**config.mk**
```make
export PLATFORM = sky130hd
export DESIGN_NAME = node_navigation_fsm_core
export DESIGN_NICKNAME = d
export VERILOG_FILES = /design/src/sv/nnf_pkg.sv /design/src/sv/nnf_step.sv /design/src/sv/node_navigation_fsm_core.sv
export SDC_FILE = /design/constraint.sdc
export NUM_CORES = 1
export LEC_CHECK = 0
export ABC_AREA = 1
export ABC_CLOCK_PERIOD_IN_PS = 7430
export BUFFER_PORTS_ARGS = -buffer_cell sky130_fd_sc_hd__buf_4
export CAP_MARGIN = 20
export CORE_MARGIN = 10
export CORE_UTILIZATION = 50
export DETAILED_ROUTE_END_ITERATION = 16
export GPL_TIMING_DRIVEN = 1
export PLACE_DENSITY = 0.7
export SETUP_SLACK_MARGIN = 0.4
export SYNTH_ARGS = -nofsm -noshare
export SYNTH_HDL_FRONTEND = slang
export SYNTH_SLANG_ARGS = --single-unit
```
**constraint.sdc**
```tcl
create_clock -name i_clk -period 7.43 [get_ports i_clk]
set_clock_uncertainty 0.15 [all_clocks]
set_input_delay 0.3715 -clock i_clk [delete_from_list [all_inputs] [get_ports i_clk]]
set_output_delay 0.3715 -clock i_clk [all_outputs]
set_load 0.03 [all_outputs]
```
**src/sv/nnf_pkg.sv**
```systemverilog
// Shared types and codes for the node navigation controller.
package nnf_pkg;

    typedef enum logic [2:0] {
        NAV_HALT   = 3'd0,
        NAV_FOLLOW = 3'd1,
        NAV_WAIT   = 3'd2,
        NAV_NODE   = 3'd3,
        NAV_TURN   = 3'd4
    } t_nav_state;

    typedef enum logic [1:0] {
        PH_NONE    = 2'd0,
        PH_BLIND   = 2'd1,
        PH_CAPTURE = 2'd2
    } t_phase;

    typedef enum logic [1:0] {
        TURN_NONE  = 2'd0,
        TURN_LEFT  = 2'd1,
        TURN_RIGHT = 2'd2
    } t_dir;

    // Host command codes.
    localparam logic [2:0] CMD_LEFT     = 3'd0;
    localparam logic [2:0] CMD_RIGHT    = 3'd1;
    localparam logic [2:0] CMD_STRAIGHT = 3'd2;
    localparam logic [2:0] CMD_WAIT     = 3'd3;
    localparam logic [2:0] CMD_AUTO     = 3'd4;
    localparam logic [2:0] CMD_STOP     = 3'd5;

    // Word kinds.
    localparam logic KIND_TICK    = 1'b0;
    localparam logic KIND_COMMAND = 1'b1;

    // Configuration register indexes.
    localparam logic [1:0] REG_COOLDOWN = 2'd0;
    localparam logic [1:0] REG_WAIT     = 2'd1;
    localparam logic [1:0] REG_BLIND    = 2'd2;
    localparam logic [1:0] REG_TIMEOUT  = 2'd3;

    // Configuration reset values.
    localparam logic [15:0] COOLDOWN_RST = 16'd500;
    localparam logic        WAIT_RST     = 1'b1;
    localparam logic [15:0] BLIND_RST    = 16'd300;
    localparam logic [15:0] TIMEOUT_RST  = 16'd1500;

    typedef struct packed {
        logic [15:0] cooldown_ms;
        logic        wait_for_host;
        logic [15:0] blind_ms;
        logic [15:0] timeout_ms;
    } t_cfg;

    typedef struct packed {
        t_nav_state  state;
        t_phase      phase;
        t_dir        dir;
        logic        auto_mode;
        logic [31:0] last_node_time;
        logic [31:0] turn_start_time;
    } t_nav_regs;

    typedef struct packed {
        logic node_reached;
        logic turn_captured;
        logic turn_timed_out;
    } t_events;

endpackage

```
**src/sv/nnf_step.sv**
```systemverilog
// Next-state and event logic for one navigation word.
module nnf_step (
    input  nnf_pkg::t_nav_regs i_cur,
    input  nnf_pkg::t_cfg      i_cfg,
    input  logic               i_kind,
    input  logic               i_node_detected,
    input  logic               i_line_detected,
    input  logic [31:0]        i_time_ms,
    input  logic [2:0]         i_command,
    output nnf_pkg::t_nav_regs o_nxt,
    output nnf_pkg::t_events   o_evt
);
    import nnf_pkg::*;

    logic [31:0] node_gap;
    logic [31:0] elapsed;

    assign node_gap = i_time_ms - i_cur.last_node_time;
    assign elapsed  = i_time_ms - i_cur.turn_start_time;

    always_comb begin
        o_nxt = i_cur;
        o_evt = '0;
        if (i_kind == KIND_COMMAND) begin
            case (i_command)
                CMD_LEFT, CMD_RIGHT: begin
                    o_nxt.state           = NAV_TURN;
                    o_nxt.phase           = PH_BLIND;
                    o_nxt.dir             = (i_command == CMD_LEFT) ? TURN_LEFT : TURN_RIGHT;
                    o_nxt.turn_start_time = i_time_ms;
                end
                CMD_STRAIGHT: o_nxt.state = NAV_FOLLOW;
                CMD_WAIT:     o_nxt.state = NAV_WAIT;
                CMD_AUTO: begin
                    o_nxt.auto_mode = 1'b1;
                    o_nxt.state     = NAV_FOLLOW;
                end
                CMD_STOP: begin
                    o_nxt.state     = NAV_HALT;
                    o_nxt.auto_mode = 1'b0;
                end
                default: ;
            endcase
        end else if (i_cur.state == NAV_FOLLOW) begin
            // Node arrival is only taken while following, after the cooldown.
            if (i_node_detected && (node_gap > {16'd0, i_cfg.cooldown_ms})) begin
                o_nxt.last_node_time = i_time_ms;
                o_evt.node_reached   = 1'b1;
                if (i_cfg.wait_for_host) begin
                    o_nxt.state = NAV_WAIT;
                end else if (i_cur.auto_mode) begin
                    o_nxt.state = NAV_FOLLOW;
                end else begin
                    o_nxt.state = NAV_NODE;
                end
            end
        end else if (i_cur.state == NAV_TURN) begin
            case (i_cur.phase)
                PH_BLIND: begin
                    if (elapsed > {16'd0, i_cfg.blind_ms}) begin
                        o_nxt.phase = PH_CAPTURE;
                    end
                end
                PH_CAPTURE: begin
                    if (i_line_detected) begin
                        o_evt.turn_captured = 1'b1;
                    end
                    if (elapsed > {16'd0, i_cfg.timeout_ms}) begin
                        o_evt.turn_timed_out = 1'b1;
                    end
                    if (i_line_detected || (elapsed > {16'd0, i_cfg.timeout_ms})) begin
                        o_nxt.state = NAV_FOLLOW;
                        o_nxt.phase = PH_NONE;
                    end
                end
                default: ;
            endcase
        end
    end

endmodule

```
**src/sv/node_navigation_fsm_core.sv**
```systemverilog
// Top level of the node navigation controller: handshakes, registers, config port.
// A result word is registered and appears on the output in the cycle after its input word is accepted.
// Throughput: one word per cycle unless the output stalls; the next state is one short pass of
// compare logic (two 32-bit wrapping subtracts and compares) from state to result registers.
// Reset: synchronous, active low; navigation state returns to idle with no turn and no
// direction, timers clear to zero, and the configuration registers take their defaults.
module node_navigation_fsm_core (
    input  logic        i_clk,
    input  logic        i_rst_n,
    // Input word channel.
    input  logic        i_in_valid,
    output logic        o_in_ready,
    input  logic        i_kind,
    input  logic        i_node_detected,
    input  logic        i_line_detected,
    input  logic [31:0] i_time_ms,
    input  logic [2:0]  i_command,
    // Result word channel.
    output logic        o_out_valid,
    input  logic        i_out_ready,
    output logic [2:0]  o_nav_state,
    output logic [1:0]  o_turn_phase,
    output logic [1:0]  o_turn_direction,
    output logic        o_autonomous,
    output logic        o_node_reached,
    output logic        o_turn_captured,
    output logic        o_turn_timed_out,
    // Configuration port.
    input  logic        psel,
    input  logic        penable,
    input  logic        pwrite,
    input  logic [3:0]  paddr,
    input  logic [31:0] pwdata,
    output logic [31:0] prdata,
    output logic        pready
);
    import nnf_pkg::*;

    // Navigation state, configuration and the result register.
    t_nav_regs r_nav;
    t_nav_regs n_nav;
    t_cfg      r_cfg;
    t_events   n_evt;

    logic       r_out_valid;
    t_nav_regs  r_out_nav;
    t_events    r_out_evt;

    logic       in_take;
    logic       cfg_write;
    logic [1:0] cfg_index;

    // A new word is taken whenever the result register is empty or drains this cycle,
    // so the two sides never stall each other beyond a single full slot.
    assign o_in_ready = !r_out_valid || i_out_ready;
    assign in_take    = i_in_valid && o_in_ready;

    nnf_step u_step (
        .i_cur           (r_nav),
        .i_cfg           (r_cfg),
        .i_kind          (i_kind),
        .i_node_detected (i_node_detected),
        .i_line_detected (i_line_detected),
        .i_time_ms       (i_time_ms),
        .i_command       (i_command),
        .o_nxt           (n_nav),
        .o_evt           (n_evt)
    );

    always_ff @(posedge i_clk) begin
        if (!i_rst_n) begin
            r_nav.state           <= NAV_HALT;
            r_nav.phase           <= PH_NONE;
            r_nav.dir             <= TURN_NONE;
            r_nav.auto_mode       <= 1'b0;
            r_nav.last_node_time  <= '0;
            r_nav.turn_start_time <= '0;
        end else if (in_take) begin
            r_nav <= n_nav;
        end
    end

    always_ff @(posedge i_clk) begin
        if (!i_rst_n) begin
            r_out_valid <= 1'b0;
        end else if (in_take) begin
            r_out_valid <= 1'b1;
        end else if (i_out_ready) begin
            r_out_valid <= 1'b0;
        end
    end

    // The result payload needs no reset; it is only looked at while valid.
    always_ff @(posedge i_clk) begin
        if (in_take) begin
            r_out_nav <= n_nav;
            r_out_evt <= n_evt;
        end
    end

    assign o_out_valid      = r_out_valid;
    assign o_nav_state      = r_out_nav.state;
    assign o_turn_phase     = r_out_nav.phase;
    assign o_turn_direction = r_out_nav.dir;
    assign o_autonomous     = r_out_nav.auto_mode;
    assign o_node_reached   = r_out_evt.node_reached;
    assign o_turn_captured  = r_out_evt.turn_captured;
    assign o_turn_timed_out = r_out_evt.turn_timed_out;

    // Configuration registers sit at word addresses; the low two address bits are ignored.
    assign pready    = 1'b1;
    assign cfg_index = paddr[3:2];
    assign cfg_write = psel && penable && pwrite && pready;

    always_ff @(posedge i_clk) begin
        if (!i_rst_n) begin
            r_cfg.cooldown_ms   <= COOLDOWN_RST;
            r_cfg.wait_for_host <= WAIT_RST;
            r_cfg.blind_ms      <= BLIND_RST;
            r_cfg.timeout_ms    <= TIMEOUT_RST;
        end else if (cfg_write) begin
            case (cfg_index)
                REG_COOLDOWN: r_cfg.cooldown_ms   <= pwdata[15:0];
                REG_WAIT:     r_cfg.wait_for_host <= pwdata[0];
                REG_BLIND:    r_cfg.blind_ms      <= pwdata[15:0];
                REG_TIMEOUT:  r_cfg.timeout_ms    <= pwdata[15:0];
                default: ;
            endcase
        end
    end

    always_comb begin
        case (cfg_index)
            REG_COOLDOWN: prdata = {16'd0, r_cfg.cooldown_ms};
            REG_WAIT:     prdata = {31'd0, r_cfg.wait_for_host};
            REG_BLIND:    prdata = {16'd0, r_cfg.blind_ms};
            REG_TIMEOUT:  prdata = {16'd0, r_cfg.timeout_ms};
            default:      prdata = '0;
        endcase
    end

    // A turn always carries a live phase; it is cleared only when the turn ends.
    a_turn_has_phase: assert property (@(posedge i_clk) disable iff (!i_rst_n)
        (r_nav.state == NAV_TURN) |-> (r_nav.phase != PH_NONE))
        else $error("turning without a turn phase");

    // A captured or timed-out turn always hands back to line following with no phase.
    a_turn_end_follow: assert property (@(posedge i_clk) disable iff (!i_rst_n)
        (o_out_valid && (o_turn_captured || o_turn_timed_out)) |->
        ((o_nav_state == NAV_FOLLOW) && (o_turn_phase == PH_NONE)))
        else $error("turn ended without returning to follow");

    // A node arrival never lands in the idle or turning state.
    a_node_state: assert property (@(posedge i_clk) disable iff (!i_rst_n)
        (o_out_valid && o_node_reached) |->
        ((o_nav_state == NAV_WAIT) || (o_nav_state == NAV_NODE) ||
         (o_nav_state == NAV_FOLLOW)))
        else $error("node arrival in a wrong state");

    // Every accepted word produces a result on the next cycle.
    a_result_follows: assert property (@(posedge i_clk) disable iff (!i_rst_n)
        in_take |=> r_out_valid)
        else $error("accepted word produced no result");

endmodule
```
==> run summary, run 1 <==
Ys async rst share: 0%
Worst path most repeated cell: nand2_1
Vias/cell: 5.17
Min-Delay Path Class: input port to register
Global-route wire length before repair: 52400 um
CP Max Fanout: 64
Initial core utilization: 50.9%
Clock Pin Slew Worst Setup and Hold Paths: 70 ps
Reg2reg start: r_nav[32]
R2R depth: 26
Hold_ws: 23.4 ps
Synth top area share: 22.0%
Antenna Cells: 0
Hold buffer count at CTS: 0
Number of flops mapped to enable cells by yosys: 11
Number of DRC markers in iteration 0: 806
Area Growth Syn to Fin: 12.7%
Compound-cell area share of the yosys netlist: 17.5%
Vias in the first global route: 10500
Worst skew pair latency: 440 ps
FILL cells: 2234
Synthesized flop and latch total: 133
R2r endpoint: r_nav[41]
Wirelength per Cell: 15.0 um
Lkg Pwr: 6.25 nW
Hold Violations, Final: 0
Hold path start: pwdata[10]
Synth top area cells: dfxtp_1 (22%), nand2_1 (17%), ha_1 (13%)
Sequential share of the synthesized area: 24.9%
CTS Buffer Depth: 2
Worst setup SP type: register
Post-Syn Area: 11100 um^2
Crit share post-route: 63.2%
CTS sink count: 133
Largest net degree at the start of global routing: 117
Top_reg_cell synth: dfxtp_1
Xor and xnor area share after synthesis: 2.44%
Post_cts resized: 0
Slew headroom: 37.7%
H-tree depth: 4
Nets@finish: 2049
Critical Path RT: 7570 ps
DRC viols: 0
Die footprint: 28600 um^2
Synth Instances: 1779
Synth Area in Adders: 13.0%
I/O pins: 127
Post-CTS Setup Bufs: 0
Port Buf Inserts: 91
Final GP Congestion: 0.949
Chip Height: 169 um
Status: finished clean
Synth cell types: 42
Register area: 2770 um^2
YS warnings: 0
Crit path time final: 4690 ps
CTS Root Cell: clkbuf_16
RSZ-0062 raised after global routing: no
R2r setup slk: 2740 ps
Worst Hold Endpoint: r_cfg[10]
Initial antenna violation count: 0
Worst path max stage delay: 620 ps
Dpl hpwl: 26100 um
Crit Path Category: register to register
Power per cell area: 176 nW/um^2
Mux contribution to synthesized area: 0%
Worst path slowest cell: nand4_4
Core Region: 21800 um^2
First-pass DRT Iterations: 5
Layout cells sized above 1: 7.93%
CP arrival: 4840 ps
Cts bufs inserted: 17
Multi-input logic area: 6860 um^2
DR vias: 11100
Main combinational cell family by area after synthesis: simple AND/OR/NAND/NOR gates
Final Util: 57.4%
Maximum vdd drop: 0.000131 V
Simple-gate share of the synthesized area: 28.2%
Post-Route WL: 32200 um
Leading area contributor after synthesis: dfxtp_1
Antenna-violating nets left: 0
CTS tree: yes
Critical path endpoint category: register
Setup TNS: 0 ps
Gr ovfl total: 0
Setup violators final: 0
Hold Path Depth: 3
FP Rows: 54
Worst slew pin tran: 932 ps
Fmax: 213 MHz
Max cap viols: 0
Final Max Slew Viols: 0
Die width: 169 um
Gr usage total: 22.2%
Syn avg cell area: 6.25 um^2
==> metal layers <==
metal | vias to the layer above | share of wire [%] | track usage [%]
met3 | 45 | 5.1 | 3.71
met5 | - | 0 | 0
met2 | 247 | 46 | 38.1
li1 | 5853 | - | -
met1 | 4947 | 46 | 28.0
met4 | 0 | 2.4 | 6.75
==> sequential cells by signal, indices dropped and copies added (netlist names) <==
name              count
o_turn_direction      2
r_nav                72
o_nav_state           3
o_turn_phase          2
o_autonomous          1
o_turn_captured       1
o_turn_timed_out      1
o_node_reached        1
o_out_valid           1
r_cfg                49
==> critical path, delay by kind of cell (launching register included) <==
kind	cells	cell delay [ps]
AO/OA/AOI/OAI	2	500
XOR/XNOR	1	200
adder cells (fa/ha/maj)	3	860
buffers and inverters	1	60
flip-flops	1	330
AND/OR/NAND/NOR	19	2430
==> layout by cell type (no fill, tap or decap), types with 10 or more instances in the layout <==
| master | synthesis | final |
|---|---|---|
| inv_1 | 329 | 329 |
| conb_1 | 2 | 17 |
| a21oi_1 | 170 | 170 |
| nand3b_1 | 10 | 10 |
| nor3_1 | 14 | 14 |
| nor2_1 | 118 | 118 |
| clkbuf_16 | 0 | 17 |
| edfxtp_1 | 11 | 11 |
| nand4_1 | 26 | 26 |
| xor2_1 | 28 | 28 |
| o21ai_0 | 98 | 98 |
| nand3_1 | 71 | 71 |
| nand2_1 | 494 | 494 |
| o21ai_1 | 31 | 31 |
| o211ai_1 | 20 | 20 |
| buf_4 | 17 | 94 |
| o221ai_1 | 17 | 17 |
| ha_1 | 112 | 112 |
| dfxtp_1 | 122 | 122 |
==> power breakdown <==
part / internal [W] / total (W) / switching, W / leakage (nW)
sequential: 0.000747 / 0.000755 / 0.00000849 / 1.10
combinational: 0.000214 / 0.000613 / 0.000399 / 4.87
clock: 0.000451 / 0.000833 / 0.000381 / 0.279
total: 0.00141 / 0.00220 / 0.000789 / 6.25
==> cells in the mapped netlist (2+ instances only) <==
| library cell | n |
|---|---|
| clkbuf_1 | 31 |
| inv_1 | 329 |
| fa_1 | 2 |
| inv_2 | 2 |
| buf_6 | 3 |
| nand2_2 | 7 |
| a21o_1 | 2 |
| edfxtp_1 | 11 |
| xnor2_1 | 3 |
| buf_2 | 3 |
| o21ai_1 | 31 |
| a21oi_1 | 170 |
| conb_1 | 2 |
| nor2_1 | 118 |
| nor3_1 | 14 |
| nand3b_1 | 10 |
| xor2_1 | 28 |
| nor2_2 | 7 |
| nand3_1 | 71 |
| nand4_1 | 26 |
| buf_4 | 17 |
| dfxtp_1 | 122 |
| nor4_1 | 5 |
| and2_1 | 3 |
| o21a_1 | 3 |
| nand2_1 | 494 |
| o21bai_1 | 7 |
| ha_1 | 112 |
| o21ai_0 | 98 |
| o221ai_1 | 17 |
| o211ai_1 | 20 |
==> area by class of cell <==
cell class                 instances  area share (%)
inverter                         332            9.94
clock inverter                    14            1.03
clock buffer                      18            3.50
sequential                       133            22.1
timing repair buffer              95            5.85
multi-input combinational       1275            54.8
tap                              280            2.80
==> cell families after synthesis <==
kind of cell	after synthesis
other cells	2
simple gates	758
flops	133
compound gates	355
xor+xnor	31
buf+inv	386
fa+ha+maj	114
==> worst max path at each step <==
stage | startpoint | endpoint | depth (start not counted)
6_report | r_nav[32] | r_nav[41] | 26
5_1_grt | r_nav[32] | r_nav[39] | 26
4_1_cts | r_nav[32] | r_nav[41] | 26
3_5_place_dp | i_time_ms[0] | r_nav[41] | 28
3_3_place_gp | i_time_ms[0] | r_nav[39] | 28
2_1_floorplan | i_time_ms[0] | r_nav[33] | 26
==> per-stage QoR <==
step / instances / instance area [um^2] / setup WS (ps) / total power (W)
final: 2147 / 12500 / 2740 / 0.00220
after global routing: 2147 / 12500 / 2140 / 0.00232
after floorplan: 1794 / 11200 / 3880 / 0.00120
after CTS: 2145 / 12500 / 2710 / 0.00221
after detailed placement: 2113 / 11900 / 2380 / 0.00138
after global placement: 2113 / 11900 / 2510 / 0.00137
Note: power is estimated with default switching activity, not from simulation.
==> run 2: changes to the inputs <==
--- a/config.mk
+++ b/config.mk
@@ -6,7 +6,7 @@
 export NUM_CORES = 1
 export LEC_CHECK = 0
 export ABC_AREA = 1
-export ABC_CLOCK_PERIOD_IN_PS = 7430
+export ABC_CLOCK_PERIOD_IN_PS = 4600
 export BUFFER_PORTS_ARGS = -buffer_cell sky130_fd_sc_hd__buf_4
 export CAP_MARGIN = 20
 export CORE_MARGIN = 10
==> constraint.sdc (replaced) <==
create_clock -name i_clk -period 4.6 [get_ports i_clk]
set_clock_uncertainty 0.15 [all_clocks]
set_input_delay 0.23 -clock i_clk [delete_from_list [all_inputs] [get_ports i_clk]]
set_output_delay 0.23 -clock i_clk [all_outputs]
set_load 0.03 [all_outputs]
==> run summary, run 2 (synthesis gave the netlist of run 1 again) <==
Status: finished clean
Final GP Congestion: 0.923
Global-route wire length before repair: 54600 um
CTS sink count: 133
CP arrival: 4320 ps
Die footprint: 28600 um^2
Cts bufs inserted: 17
Vias/cell: 5.28
Most frequent cells in the layout: nand2_1 (473), inv_1 (328), a21oi_1 (146)
Nets@finish: 2128
Post-Route WL: 35800 um
CTS tree: yes
Antenna Cells: 0
Final Util: 63.7%
Antenna-violating nets left: 0
CTS Root Cell: clkbuf_16
Final WS setup: 450 ps
Layout cells sized above 1: 13.5%
Max reg flops: 72
Slew headroom: 25.7%
Worst skew pair latency: 440 ps
Lkg Pwr: 6.73 nW
Worst setup SP type: input port
Most flop-heavy register: r_nav
Final Max Slew Viols: 0
Setup Slack @ Placement: 181 ps
Crit path time final: 4150 ps
Hold Violations, Final: 0
Area Growth Syn to Fin: 25.1%
Worst slew pin tran: 1110 ps
Maximum vdd drop: 0.000224 V
Cells after DPL: 2117
Non-Filler Instances: 2226
RSZ-0062 raised after global routing: no
I/O pins: 127
Cell area after placement: 12000 um^2
Port Buf Inserts: 91
CP Max Fanout: 6
Critical Path RT: 4770 ps
Largest net degree at the start of global routing: 117
Final Cell Area: 13900 um^2
Clock Pin Slew Worst Setup and Hold Paths: 70 ps
FP Rows: 54
Initial antenna violation count: 0
Gr ovfl total: 0
Dpl hpwl: 25800 um
DRC viols: 0
Most common library cell in the layout ignoring fill and taps: nand2_1
Chip Height: 169 um
Power per cell area: 272 nW/um^2
Vias in the first global route: 10800
CTS Buffer Depth: 2
Core Region: 21800 um^2
H-tree depth: 4
Gr usage total: 23.1%
Wirelength per Cell: 16.1 um
Fmax: 241 MHz
Min-Delay Path Class: input port to register
Crit Path Category: input port to register
Die width: 169 um
Setup violators final: 0
Crit share post-route: 90.2%
DR vias: 11800
Critical path endpoint category: register
Initial core utilization: 50.9%
First-pass DRT Iterations: 7
Max cap viols: 0
Setup TNS: 0 ps
Number of DRC markers in iteration 0: 963
[run 2: final cells by class]
| class | count | area (um^2) |
|---|---|---|
| Multi-Input combinational cell | 1277 | 7400 |
| Clock buffer | 18 | 429 |
| Timing Repair Buffer | 172 | 1540 |
| Fill cell | 2011 | 7910 |
| Clock inverter | 14 | 165 |
| Inverter | 332 | 1250 |
| Sequential cell | 133 | 2770 |
| Tap cell | 280 | 350 |
[run 2: final timing paths]
path | slack (ps) | endpoint | depth (start not counted) | start
worst max-delay path | 450 | r_nav[39] | 26 | i_time_ms[2]
worst min-delay path | 20 | r_nav[41] | 3 | i_time_ms[9]
worst max register to register | 450 | r_nav[39] | 27 | r_nav[32]
worst min register to register | 310 | r_nav[16] | 2 | r_nav[16]
[run 2: timing repair]
action                                 in CTS  in global routing
gates resized for setup                     2                124
buffers inserted                            3                 15
hold buffers                               51                  0
endpoints found under the hold margin     102                  0
cloned                                      2                  6
setup endpoints to repair                  23                 38
pin swaps                                   1                 34
[run 2: metrics by stage]
| step | hold slack [ps] | total power [W] |
|---|---|---|
| after CTS | 7.07 | 0.00369 |
| after floorplan | 210 | 0.00195 |
| after global placement | 292 | 0.00221 |
| after global routing | 16.3 | 0.00397 |
| final | 17.5 | 0.00378 |
| after detailed placement | 298 | 0.00223 |
[run 2: layer usage]
layer	GRT usage, %	share of wire, %	vias to the layer above
met5	0	0	-
li1	-	-	6015
met4	8.22	3.4	0
met1	29.1	44	5262
met2	38.9	47	403
met3	3.87	6.0	74
[run 2: report_power, final]
| group | internal, W | total, W | switching (W) | leakage [nW] |
|---|---|---|---|---|
| clock network | 0.000816 | 0.00143 | 0.000615 | 0.285 |
| registers | 0.00121 | 0.00122 | 0.0000142 | 1.10 |
| logic | 0.000422 | 0.00113 | 0.000708 | 5.34 |
| total | 0.00244 | 0.00378 | 0.00134 | 6.73 |
[run 2: critical path, stage by stage]
cell	delay (ps)
dlygate4sd3_1	550
buf_6	140
ha_4	230
a21oi_2	180
nand2_2	120
buf_4	160
a21oi_4	190
o21bai_4	110
xor2_2	190
ha_1	320
nand2_2	70
nor2_4	100
nand2_1	70
nor3_2	190
nand2_1	80
nand3_1	110
nand2_2	80
nand3_1	80
nor2_1	50
nand3_1	70
nor2_1	50
nand2_2	160
nand4_4	250
buf_12	240
o21ai_0	240
a21oi_2	50
